### src/hdl/rlp_pkg.sv
// shared types, codes and keyword table of the request line parser
package rlp_pkg;

	localparam int QDEPTH = 4;
	localparam int QPTR_W = $clog2(QDEPTH);

	localparam logic [7:0] CHAR_SPACE = 8'h20;
	localparam logic [7:0] CHAR_SLASH = 8'h2f;
	localparam logic [7:0] CHAR_DOT   = 8'h2e;
	localparam logic [7:0] CHAR_ZERO  = 8'h30;
	localparam logic [7:0] CHAR_NINE  = 8'h39;

	typedef enum logic [1:0] {
		KIND_NONE   = 2'd0,
		KIND_GET    = 2'd1,
		KIND_PUT    = 2'd2,
		KIND_HEALTH = 2'd3
	} req_kind_t;

	typedef enum logic [2:0] {
		ERR_OK        = 3'd0,
		ERR_MALFORMED = 3'd1,
		ERR_GET_ARITY = 3'd2,
		ERR_PUT_ARITY = 3'd3,
		ERR_BAD_COUNT = 3'd4,
		ERR_UNKNOWN   = 3'd5
	} err_code_t;

	localparam int CAND_GET    = 0;
	localparam int CAND_PUT    = 1;
	localparam int CAND_HEALTH = 2;

	typedef struct packed {
		logic [7:0] char_code;
		logic       line_done;
	} request_t;

	typedef struct packed {
		logic        record_kind;
		logic [7:0]  name_byte;
		logic [1:0]  request_kind;
		logic [2:0]  error_code;
		logic [63:0] put_count;
		logic        name_safe;
	} result_t;

	// classified transaction passed from front to back
	typedef struct packed {
		logic [7:0] char_code;
		logic       done;
		logic       space;
		logic       dot;
		logic       slash;
		logic       digit;
		logic [3:0] digit_val;
	} class_t;

	function automatic logic [2:0] kw_len(input logic [1:0] k);
		logic [2:0] r;
		r = 3'd3;
		if (k == 2'(CAND_HEALTH)) r = 3'd6;
		return r;
	endfunction

	function automatic logic [7:0] kw_char(input logic [1:0] k, input logic [2:0] pos);
		logic [7:0] r;
		r = 8'h00;
		case (k)
			2'(CAND_GET): begin
				case (pos)
					3'd0: r = "G";
					3'd1: r = "E";
					3'd2: r = "T";
					default: r = 8'h00;
				endcase
			end
			2'(CAND_PUT): begin
				case (pos)
					3'd0: r = "P";
					3'd1: r = "U";
					3'd2: r = "T";
					default: r = 8'h00;
				endcase
			end
			default: begin
				case (pos)
					3'd0: r = "H";
					3'd1: r = "E";
					3'd2: r = "A";
					3'd3: r = "L";
					3'd4: r = "T";
					3'd5: r = "H";
					default: r = 8'h00;
				endcase
			end
		endcase
		return r;
	endfunction

endpackage

### src/hdl/rlp_front.sv
// front end: sorts each incoming byte into its character classes
module rlp_front (
	input  rlp_pkg::request_t request,
	output rlp_pkg::class_t   classed
);

	logic [7:0] c;
	logic [7:0] off;

	assign c   = request.char_code;
	assign off = c - rlp_pkg::CHAR_ZERO;

	always_comb begin
		classed.char_code = c;
		classed.done      = request.line_done;
		classed.space     = (c == rlp_pkg::CHAR_SPACE);
		classed.dot       = (c == rlp_pkg::CHAR_DOT);
		classed.slash     = (c == rlp_pkg::CHAR_SLASH);
		classed.digit     = (c >= rlp_pkg::CHAR_ZERO) && (c <= rlp_pkg::CHAR_NINE);
		classed.digit_val = off[3:0];
	end

endmodule

### src/hdl/rlp_queue.sv
// short queue of classified transactions between front and back
module rlp_queue (
	input  logic             clk,
	input  logic             arst_n,
	input  logic             wr,
	input  rlp_pkg::class_t  wr_data,
	output logic             full,
	input  logic             rd,
	output logic             valid,
	output rlp_pkg::class_t  rd_data
);

	rlp_pkg::class_t                 mem_q [rlp_pkg::QDEPTH];
	logic [rlp_pkg::QPTR_W-1:0]      wp_q, rp_q;
	logic [rlp_pkg::QPTR_W:0]        cnt_q;
	logic                            do_wr, do_rd;

	assign full    = (cnt_q == (rlp_pkg::QPTR_W+1)'(rlp_pkg::QDEPTH));
	assign valid   = (cnt_q != '0);
	assign do_wr   = wr && !full;
	assign do_rd   = rd && valid;
	assign rd_data = mem_q[rp_q];

	always_ff @(posedge clk) begin
		if (do_wr) mem_q[wp_q] <= wr_data;
	end

	always_ff @(posedge clk or negedge arst_n) begin
		if (!arst_n) begin
			wp_q  <= '0;
			rp_q  <= '0;
			cnt_q <= '0;
		end else begin
			if (do_wr) wp_q <= wp_q + 1'b1;
			if (do_rd) rp_q <= rp_q + 1'b1;
			case ({do_wr, do_rd})
				2'b10:   cnt_q <= cnt_q + 1'b1;
				2'b01:   cnt_q <= cnt_q - 1'b1;
				default: cnt_q <= cnt_q;
			endcase
		end
	end

endmodule

### src/hdl/rlp_back.sv
// back end: token tracking, keyword match, count, verdict and result queue
module rlp_back (
	input  logic             clk,
	input  logic             arst_n,
	input  logic             in_valid,
	input  rlp_pkg::class_t  in_data,
	output logic             in_take,
	output logic             empty,
	input  logic             pop,
	output rlp_pkg::result_t result
);

	logic [2:0]  tok_cnt_q;
	logic        in_tok_q;
	logic [2:0]  kw_pos_q;
	logic [2:0]  cand_q;
	logic [63:0] cnt_val_q;
	logic        cnt_bad_q;
	logic [1:0]  nm_len_q;
	logic        nm_dots_q;
	logic        nm_slash_q;

	rlp_pkg::result_t out_q [2];
	logic             owp_q, orp_q;
	logic [1:0]       ocnt_q;

	logic [2:0]       tc_n;
	logic [2:0]       close_mask;
	logic [2:0]       hit;
	logic [67:0]      acc;
	logic             name_ok;
	logic [2:0]       cand_v;
	logic             res_valid;
	rlp_pkg::result_t res;
	logic             do_pop, do_push;

	assign in_take = in_valid && (ocnt_q != 2'd2);
	assign tc_n    = in_tok_q ? tok_cnt_q : ((tok_cnt_q < 3'd4) ? tok_cnt_q + 3'd1 : 3'd4);
	assign acc     = ({4'b0, cnt_val_q} << 3) + ({4'b0, cnt_val_q} << 1)
	                 + {64'b0, in_data.digit_val};
	assign name_ok = !nm_slash_q && !(nm_dots_q && nm_len_q >= 2'd1 && nm_len_q <= 2'd2);

	always_comb begin
		for (int k = 0; k < 3; k++) begin
			close_mask[k] = (kw_pos_q == rlp_pkg::kw_len(2'(k)));
			hit[k] = (kw_pos_q < rlp_pkg::kw_len(2'(k)))
			         && (rlp_pkg::kw_char(2'(k), kw_pos_q) == in_data.char_code);
		end
	end

	// result of the current transaction
	always_comb begin
		cand_v    = (tok_cnt_q == 3'd1 && in_tok_q) ? (cand_q & close_mask) : cand_q;
		res       = '0;
		res_valid = 1'b0;
		if (in_data.done) begin
			res_valid       = 1'b1;
			res.record_kind = 1'b1;
			if (tok_cnt_q == 3'd0) begin
				res.error_code = rlp_pkg::ERR_MALFORMED;
			end else if (cand_v[rlp_pkg::CAND_GET]) begin
				if (tok_cnt_q != 3'd2) res.error_code = rlp_pkg::ERR_GET_ARITY;
				else begin
					res.request_kind = rlp_pkg::KIND_GET;
					res.name_safe    = name_ok;
				end
			end else if (cand_v[rlp_pkg::CAND_PUT]) begin
				if (tok_cnt_q != 3'd3) res.error_code = rlp_pkg::ERR_PUT_ARITY;
				else if (cnt_bad_q) res.error_code = rlp_pkg::ERR_BAD_COUNT;
				else begin
					res.request_kind = rlp_pkg::KIND_PUT;
					res.put_count    = cnt_val_q;
					res.name_safe    = name_ok;
				end
			end else if (cand_v[rlp_pkg::CAND_HEALTH]) begin
				if (tok_cnt_q != 3'd1) res.error_code = rlp_pkg::ERR_MALFORMED;
				else res.request_kind = rlp_pkg::KIND_HEALTH;
			end else begin
				res.error_code = rlp_pkg::ERR_UNKNOWN;
			end
		end else if (!in_data.space && tc_n == 3'd2
		             && (cand_q[rlp_pkg::CAND_GET] || cand_q[rlp_pkg::CAND_PUT])) begin
			res_valid     = 1'b1;
			res.name_byte = in_data.char_code;
		end
	end

	assign do_push = in_take && res_valid;
	assign do_pop  = pop && !empty;
	assign empty   = (ocnt_q == 2'd0);
	assign result  = out_q[orp_q];

	always_ff @(posedge clk) begin
		if (do_push) out_q[owp_q] <= res;
	end

	always_ff @(posedge clk or negedge arst_n) begin
		if (!arst_n) begin
			owp_q      <= 1'b0;
			orp_q      <= 1'b0;
			ocnt_q     <= 2'd0;
			tok_cnt_q  <= 3'd0;
			in_tok_q   <= 1'b0;
			kw_pos_q   <= 3'd0;
			cand_q     <= 3'b111;
			cnt_val_q  <= '0;
			cnt_bad_q  <= 1'b0;
			nm_len_q   <= 2'd0;
			nm_dots_q  <= 1'b1;
			nm_slash_q <= 1'b0;
		end else begin
			if (do_push) owp_q <= ~owp_q;
			if (do_pop) orp_q <= ~orp_q;
			case ({do_push, do_pop})
				2'b10:   ocnt_q <= ocnt_q + 2'd1;
				2'b01:   ocnt_q <= ocnt_q - 2'd1;
				default: ocnt_q <= ocnt_q;
			endcase
			if (in_take) begin
				if (in_data.done) begin
					tok_cnt_q  <= 3'd0;
					in_tok_q   <= 1'b0;
					kw_pos_q   <= 3'd0;
					cand_q     <= 3'b111;
					cnt_val_q  <= '0;
					cnt_bad_q  <= 1'b0;
					nm_len_q   <= 2'd0;
					nm_dots_q  <= 1'b1;
					nm_slash_q <= 1'b0;
				end else if (in_data.space) begin
					if (in_tok_q && tok_cnt_q == 3'd1) cand_q <= cand_q & close_mask;
					in_tok_q <= 1'b0;
				end else begin
					in_tok_q  <= 1'b1;
					tok_cnt_q <= tc_n;
					if (tc_n == 3'd1) begin
						cand_q <= cand_q & hit;
						if (kw_pos_q != 3'd7) kw_pos_q <= kw_pos_q + 3'd1;
					end else if (tc_n == 3'd2) begin
						if (nm_len_q != 2'd3) nm_len_q <= nm_len_q + 2'd1;
						if (!in_data.dot) nm_dots_q <= 1'b0;
						if (in_data.slash) nm_slash_q <= 1'b1;
					end else if (tc_n == 3'd3 && !cnt_bad_q) begin
						if (!in_data.digit || acc[67:64] != 4'd0) cnt_bad_q <= 1'b1;
						else cnt_val_q <= acc[63:0];
					end
				end
			end
		end
	end

endmodule

### src/hdl/request_line_parser_top.sv
// top level of the request line parser: front classifier, queue, back end
//
// channel   direction  handshake             payload
// request   in         push / full           char_code, line_done
// result    out        pop / empty           record, filename byte, verdict
//
// one byte transaction per cycle sustained while pop keeps the result queue from filling; the
// front classifier is combinational, an accepted transaction is written into the middle
// queue and taken from it by the back end, which writes its result into the result queue
// results wait in a two-entry queue at the back end, so a stalled consumer fills it first
// and then the four-entry middle queue, after which full rises
// arst_n clears all control state; the parser starts at the beginning of a line
// the 64-bit count update (times ten plus digit) sets the longest path in the back end
module request_line_parser_top (
	input  logic              clk,
	input  logic              arst_n,
	input  logic              push,
	output logic              full,
	input  rlp_pkg::request_t request,
	output logic              empty,
	input  logic              pop,
	output rlp_pkg::result_t  result
);

	rlp_pkg::class_t classed;
	rlp_pkg::class_t mid_data;
	logic            mid_valid;
	logic            mid_take;

	// byte classification, no state
	rlp_front u_front (
		.request (request),
		.classed (classed)
	);

	// decouples input acceptance from back end stalls
	rlp_queue u_queue (
		.clk     (clk),
		.arst_n  (arst_n),
		.wr      (push),
		.wr_data (classed),
		.full    (full),
		.rd      (mid_take),
		.valid   (mid_valid),
		.rd_data (mid_data)
	);

	// parsing state and result queue
	rlp_back u_back (
		.clk      (clk),
		.arst_n   (arst_n),
		.in_valid (mid_valid),
		.in_data  (mid_data),
		.in_take  (mid_take),
		.empty    (empty),
		.pop      (pop),
		.result   (result)
	);

	// a filename byte record carries no verdict
	a_byte_rec: assert property (@(posedge clk) disable iff (!arst_n)
		(!empty && !result.record_kind) |->
		(result.request_kind == rlp_pkg::KIND_NONE && result.error_code == rlp_pkg::ERR_OK))
		else $error("byte record carries verdict fields");

	// an error verdict names no request
	a_err_kind: assert property (@(posedge clk) disable iff (!arst_n)
		(!empty && result.error_code != rlp_pkg::ERR_OK) |->
		(result.request_kind == rlp_pkg::KIND_NONE))
		else $error("error verdict with request kind");

	// only a good put carries a count
	a_count: assert property (@(posedge clk) disable iff (!arst_n)
		(!empty && result.request_kind != rlp_pkg::KIND_PUT) |-> (result.put_count == '0))
		else $error("count outside a put verdict");

	// a result waiting and not taken stays in place
	a_hold: assert property (@(posedge clk) disable iff (!arst_n)
		(!empty && !pop) |=> (!empty && $stable(result)))
		else $error("waiting result lost");

endmodule

### config.mk
export PLATFORM = sky130hd
export DESIGN_NAME = request_line_parser_top
export DESIGN_NICKNAME = d
export VERILOG_FILES = /design/src/hdl/rlp_pkg.sv /design/src/hdl/rlp_front.sv /design/src/hdl/rlp_queue.sv /design/src/hdl/rlp_back.sv /design/src/hdl/request_line_parser_top.sv
export SDC_FILE = /design/constraint.sdc
export NUM_CORES = 1
export LEC_CHECK = 0
export ABC_AREA = 1
export BUFFER_PORTS_ARGS = -buffer_cell sky130_fd_sc_hd__buf_2
export CAP_MARGIN = 20
export CORE_MARGIN = 2
export CORE_UTILIZATION = 35
export DETAILED_ROUTE_END_ITERATION = 7
export SLEW_MARGIN = 20
export SYNTH_ARGS = -nofsm -noshare
export SYNTH_HDL_FRONTEND = slang
export SYNTH_SLANG_ARGS = --single-unit
### constraint.sdc
create_clock -name clk -period 4.99 [get_ports clk]
set_input_delay 0.499 -clock clk [delete_from_list [all_inputs] [get_ports clk]]
set_output_delay 0.499 -clock clk [all_outputs]
set_load 0.02 [all_outputs]
Word-level counts from Yosys, hierarchy flattened. Memory sizes are Yosys's and may differ from the RTL's. Index checks and enable logic that the tools add are counted.

Logic and storage cells: 198. Output and inout port bits: 81. Memories kept: 2. Input bits: 13. Bits in writable memories: 226. Register bits after elaboration: 90.

Memories: u_back.out_q (depth 2, bits a word 79, rd ports 1, clocked after memory_dff 0, wr ports 1, line rlp_back.sv:23) `rlp_pkg::result_t out_q [2];`; u_queue.mem_q (depth 4, bits a word 17, rd ports 1, clocked after memory_dff 0, wr ports 1, line rlp_queue.sv:13) `rlp_pkg::class_t mem_q [rlp_pkg::QDEPTH];`.

Eq/ne operators: 32. Magnitude comparators: 7. Multiplexer cells: 77. Add/subtract/negate cells: 12. Bitwise operators: 4. Reductions and logical operators: 49.

Operator list (count): $mux W64 (7); $mux W65 (4); $mux W70 (1); $add A67 B65 Y68 (1); $add A68 B4 Y68 (1); $mux W3 (16); $pmux W7 S3 (2); $pmux W7 S5 (1); $mux W1 (29); $eq A7 B8 Y1 (3); $eq A8 B6 Y1 const B (3); $mux W2 (11); $reduce_bool A2 Y1 (9); $logic_and A1 B1 Y1 (16); $mux W8 (2); $reduce_and A5 Y1 (3); $ne A2 B2 Y1 const B (7); $eq A3 B2 Y1 const B (4); $eq A3 B3 Y1 const B (4); $reduce_and A6 Y1 (2); $mux W5 (2); $add A3 B1 Y3 const B (3); $eq A3 B1 Y1 const B (3); $add A2 B1 Y2 const B (4); other kinds (27) (43).

Depth between registers and ports, before layout.
Depth after elaboration: 11. Depth in mapped cells: 30. Mapped depth without buffers: 28.

By module. Synthesis repeated with hierarchy kept, for this count alone.

Cell total of the unflattened synthesis: 2563. Area total of the unflattened synthesis: 20425.8 µm².

By module, submodules not included: rlp_back (cells an instance 2268, instances 1, seq. area each 6826.5 µm², area each 17036.3 µm²); rlp_queue (cells an instance 258, instances 1, seq. area each 2217.1 µm², area each 3199.3 µm²); rlp_front (cells an instance 37, instances 1, seq. area each 0.0 µm², area each 190.2 µm²).

Least setup slack after synthesis. No wires, ideal clock.

Path type: reg2reg. From: register u_back.tok_cnt_q[0]. To: memory u_back.out_q[0][0] in the netlist's numbering (enable). Stages on the path, launching flop included: 11. Period minus slack after synthesis: 5.318 ns. Slack: -0.328 ns. Setup time: 0.517 ns. Data arrival time: 4.801 ns. Required time: 4.473 ns. Path buffers: 0. Cell sequence: dfrtp_1 inv_1 ha_1 nand3_1 nand2_1 nand2_1 nor2_1 inv_1 a211oi_1 o21ai_0 nor2_1.

Longest elaborated chain between the ends: 11. Elaborated cells on any way between the ends: 12. Those cells by class: 1 x add/sub; 1 x order compare; 1 x eq/ne; 6 x mux; 3 x reduce/logical.

RTL lines: from (decl) (line rlp_back.sv:13) `logic [2:0] tok_cnt_q;`; from (signal assigned) (line rlp_back.sv:135) `tok_cnt_q <= tc_n;`; $add A3 B1 Y3 or $lt A3 B3 Y1 (tied branches) (line rlp_back.sv:38) `assign tc_n = in_tok_q ? tok_cnt_q : ((tok_cnt_q < 3'd4) ? tok_cnt_q + 3'd1 : 3'd4);`; $mux W3 (line rlp_back.sv:38); $mux W3 * (line rlp_back.sv:38); $eq A3 B2 Y1 * (line rlp_back.sv:81) `end else if (!in_data.space && tc_n == 3'd2`; $logic_and A1 B1 Y1 * (line rlp_back.sv:81); $logic_and A1 B1 Y1 * (line rlp_back.sv:82) `&& (cand_q[rlp_pkg::CAND_GET] || cand_q[rlp_pkg::CAND_PUT])) begin`; $mux W1 * (line rlp_back.sv:81); $mux W1 * (line rlp_back.sv:56) `if (in_data.done) begin`; $logic_and A1 B1 Y1 * (line rlp_back.sv:88) `assign do_push = in_take && res_valid;`; $mux W1 * (line rlp_back.sv:94) `if (do_push) out_q[owp_q] <= res;`; $mux W1 (not written as such) * (line rlp_back.sv:94); to (decl) (line rlp_back.sv:23).

Mark *: on every way between the ends. The rest lies on a longest branch, timed or not.

Final worst setup path.
From: register u_queue.rp_q[1] in the netlist's numbering. To: register u_back.cnt_val_q[35].

Longest elaborated chain between the ends: 8. Elaborated cells on any way between the ends: 17. Those cells by class: 1 x add/sub; 4 x eq/ne; 6 x mux; 5 x reduce/logical; 1 x memory.

RTL lines: from (decl) (line rlp_queue.sv:14) `logic [rlp_pkg::QPTR_W-1:0] wp_q, rp_q;`; from (signal assigned) (line rlp_queue.sv:35) `if (do_rd) rp_q <= rp_q + 1'b1;`; $mem_v2 Z4 W17 *; $add A68 B4 Y68 (line rlp_back.sv:40) `+ {64'b0, in_data.digit_val};`; $mux W64 (line rlp_back.sv:144) `if (!in_data.digit || acc[67:64] != 4'd0) cnt_bad_q <= 1'b1;`; $mux W64 (line rlp_back.sv:143) `end else if (tc_n == 3'd3 && !cnt_bad_q) begin`; $mux W64 (line rlp_back.sv:139) `end else if (tc_n == 3'd2) begin`; $mux W64 (line rlp_back.sv:136) `if (tc_n == 3'd1) begin`; $mux W64 (line rlp_back.sv:130) `end else if (in_data.space) begin`; $mux W64 (line rlp_back.sv:120) `if (in_data.done) begin`; to (signal assigned) (line rlp_back.sv:145) `else cnt_val_q <= acc[63:0];`; to (decl) (line rlp_back.sv:17) `logic [63:0] cnt_val_q;`.

Mark *: on every way between the ends. The rest lies on a longest branch, timed or not. The select of a mux whose other input is x is not followed. A chain may end at the register's enable or synchronous reset.

==> flow_summary.toml <==
[outcome]
status = "completed"

[drt]
wl_met3_um = 2170
wl_met2_um = 25600
routed_wl_um = 52400
drt_iter0_drc = 1022
wire_per_inst_um = 15.7
avgViaCountPerCell = 4.84
top_layer = "met4"
vias = 16200
drtPass1Iterations = 5
antenna_left = 0
wl_met1_um = 23300
drc = 0

[floorplanning]
io_pins = 94
dieHeight_um = 240
fp-row-count = 86
core_sq_mm = 0.0551
die-area_sq_mm = 0.0577
initial_core_util = 0.355
die_w_um = 240

[pwr]
peakVddDrop_mv = 0.415
p_total_mw = 11.8
leakagePower_nw = 10.5
p_per_area_mw_per_mm2 = 541

[synth]
synthesis.area_sq_mm = 0.0195
async_flop_share = 0.300
synth_cell_types = 56
synth_ff_type = "edfxtp_1"
syn-instance-count = 2482
synth_edf_count = 210
yosysSeqAreaShare = 0.438
synth_nets = 2643
ys.warnings.count = 0
synth_seq_cells = 300
postSynthAreaPerCell_sq_um = 7.87

[timing]
finalHoldViolCount = 0
slew_violations = 0
clock_skew_ns = 0.0296
fmax_mhz = 221
fin_crit_sh = 0.905
min_period_ns = 4.52
setup_viol = 0
rsz0062_at_grt = "no"
tightest_slew_ns = 1.03
relSlewSlack = 0.295

[placement]
io_buffer_count = 93
dp_hpwl_um = 39700
dp.cells = 3280
dpl_cell_area_sq_mm = 0.0207
globalplace.congestion = 0.951

[layout]
layoutNonFillerInstCount = 3345
layout.cells.most_common = "nand2_1"
syn2layout_area_growth_pct = 11.8
layout_common_cells = "nand2_1, nor2_1, inv_1, edfxtp_1, ha_1"
n_antenna_cell = 0
fillers = 5746
fin_nets = 2732
drive_above_1_share = 0.125
stdcell_area_sq_mm = 0.0218

[worst_setup_path]
cp_cell_sequence = "clkinvlp_4, nand3_1, nand2_1, fa_1, fa_1, inv_1, nand2_1, nand2_1, nand3_1, nand2_1, nand2_1, nand2_1, nand2_1, nand2_2, nand2_2, nand3_1, nand2_2, nor2_4, nand2_4, nand2_8, nand2_8, nand2_1, nand2_1"
crit_path_end_kind = "flip-flop"
cp.depth = 23
crit_required_ns = 5.42
critPathLaunchType = "flip-flop"
r2r-start = "u_queue.rp_q[1]"
arrival_ns = 4.94
crit_path_max_fanout = 64
crit_path_top_delay_cell = "dfrtp_2"
worst-path-buf-inv = 2
startpoint = "u_queue.rp_q[1]"
r2r_cells = 23
crit_path_frequent_cell = "nand2_1"
crit_type = "reg2reg"
crit_family = "simple AND/OR/NAND/NOR gates"
max_stage_delay_ns = 0.54

[grt]
grt_pass1_vias = 15900
globalRouteTotalUtil = 0.182
grt-ovfl-total = 0
grt_pass1_wl_um = 83400
antenna_found_initial = 0
grt_max_degree = 80

[clock_tree]
clk_path_buf_depth = 3
cts.sinks = 300
clkLatencyLatePin_ns = 0.57
cts-root-buf = "clkbuf_16"
path_clk_slew_ns = 0.06
cts_inserted_buffers = 34
htree_levels = 2
cts_tree = "yes"

[job]
drv_cap = 0

[hold_path]
hp-class = "in2async"
flip-flops by register name, summed over array words and instances, names as in the netlist, 2 cells and up:
signal	flops
u_back.out_q	158
u_back.cnt_val_q	64
u_queue.mem_q	52
u_back.cand_q	3
u_back.kw_pos_q	3
u_back.tok_cnt_q	3
u_queue.cnt_q	3
u_back.nm_len_q	2
u_back.ocnt_q	2
u_queue.rp_q	2
u_queue.wp_q	2
per-stage QoR:
| step | hold WS [ns] | setup TNS (ns) | utilization | worst slack (ns) |
|---|---|---|---|---|
| floorplan | 0.203 | -51.84 | - | -0.328 |
| CTS | 0.0134 | 0 | 0.396 | 0.224 |
| finish | 0.0000386 | 0 | 0.396 | 0.473 |
| detailed placement | 0.458 | 0 | 0.376 | 0.264 |
| global placement | 0.459 | 0 | 0.376 | 0.344 |
| global route | 0.0520 | 0 | 0.396 | 0.0490 |
layer usage:
layer  GRT usage  up-vias
li1            -     8210
met5           0        -
met2       0.322      294
met4      0.0540        0
met1       0.230     7604
met3      0.0273       74
worst register-to-register path, cell delays in order, from the launching register on:
cell and delay, ns:
dfrtp_2 0.54, clkinvlp_4 0.26, nand3_1 0.14, nand2_1 0.20, fa_1 0.54, fa_1 0.48
inv_1 0.10, nand2_1 0.05, nand2_1 0.07, nand3_1 0.08, nand2_1 0.15, nand2_1 0.08
nand2_1 0.13, nand2_1 0.08, nand2_2 0.11, nand2_2 0.07, nand3_1 0.09, nand2_2 0.08
nor2_4 0.12, nand2_4 0.08, nand2_8 0.24, nand2_8 0.43, nand2_1 0.21, nand2_1 0.07
timing repair:
item,4_1_cts,5_1_grt
hold buffers,0,0
endpoints found under the setup margin,0,64
setup buffers,0,3
gates resized for setup,0,2
where the power goes:
group,switching (mW),internal (mW)
sequential,0.349,3.64
combinational,3.90,1.48
clock,1.03,1.41
Yosys cell counts (all sizes together), types with 7 or more instances:
| cell | count | area share |
|---|---|---|
| nor4 | 8 | 0.0026 |
| a21oi | 116 | 0.031 |
| nand2 | 946 | 0.19 |
| xor2 | 19 | 0.0085 |
| clkbuf | 37 | 0.0073 |
| o22ai | 7 | 0.0022 |
| nand3b | 8 | 0.0031 |
| nor3 | 26 | 0.0074 |
| edfxtp | 210 | 0.32 |
| o21bai | 21 | 0.0081 |
| dfrtp | 86 | 0.11 |
| xnor2 | 15 | 0.0067 |
| o21ai | 63 | 0.016 |
| nand4 | 20 | 0.0064 |
| buf | 25 | 0.014 |
| inv | 276 | 0.053 |
| nand3 | 143 | 0.040 |
| nor2 | 280 | 0.057 |
| ha | 145 | 0.093 |
kinds of logic after synthesis:
kind of cell / after synthesis / synth area share
flip-flops: 300 / 0.438
XOR/XNOR: 34 / 0.0152
buffers and inverters: 338 / 0.0740
AO/OA/AOI/OAI: 224 / 0.0646
AND/OR/NAND/NOR: 1438 / 0.312
adder cells (fa/ha/maj): 148 / 0.0960
worst paths after layout:
kind	to	slack, ns
max	u_back.cnt_val_q[35]	0.47
min	u_back.cnt_val_q[29]	0.00004
min in group clk	u_queue.mem_q[1][8]	0.15
max in group asynchronous	u_back.orp_q	3.92
min reg2reg	u_back.cand_q[2]	0.47
max reg2reg	u_back.cnt_val_q[35]	0.47
area by class of cell:
class                   count  area (sq um)  area share
clock buffers              48           953      0.0437
inverters                 276          1040      0.0476
multi-input cells        1844          9560       0.438
repair buffers            115           633      0.0290
flip-flops and latches    300          8570       0.392
well taps                 748           936      0.0429
clock inverters            14           144     0.00659
No activity file was read; power rests on OpenSTA's default activity.
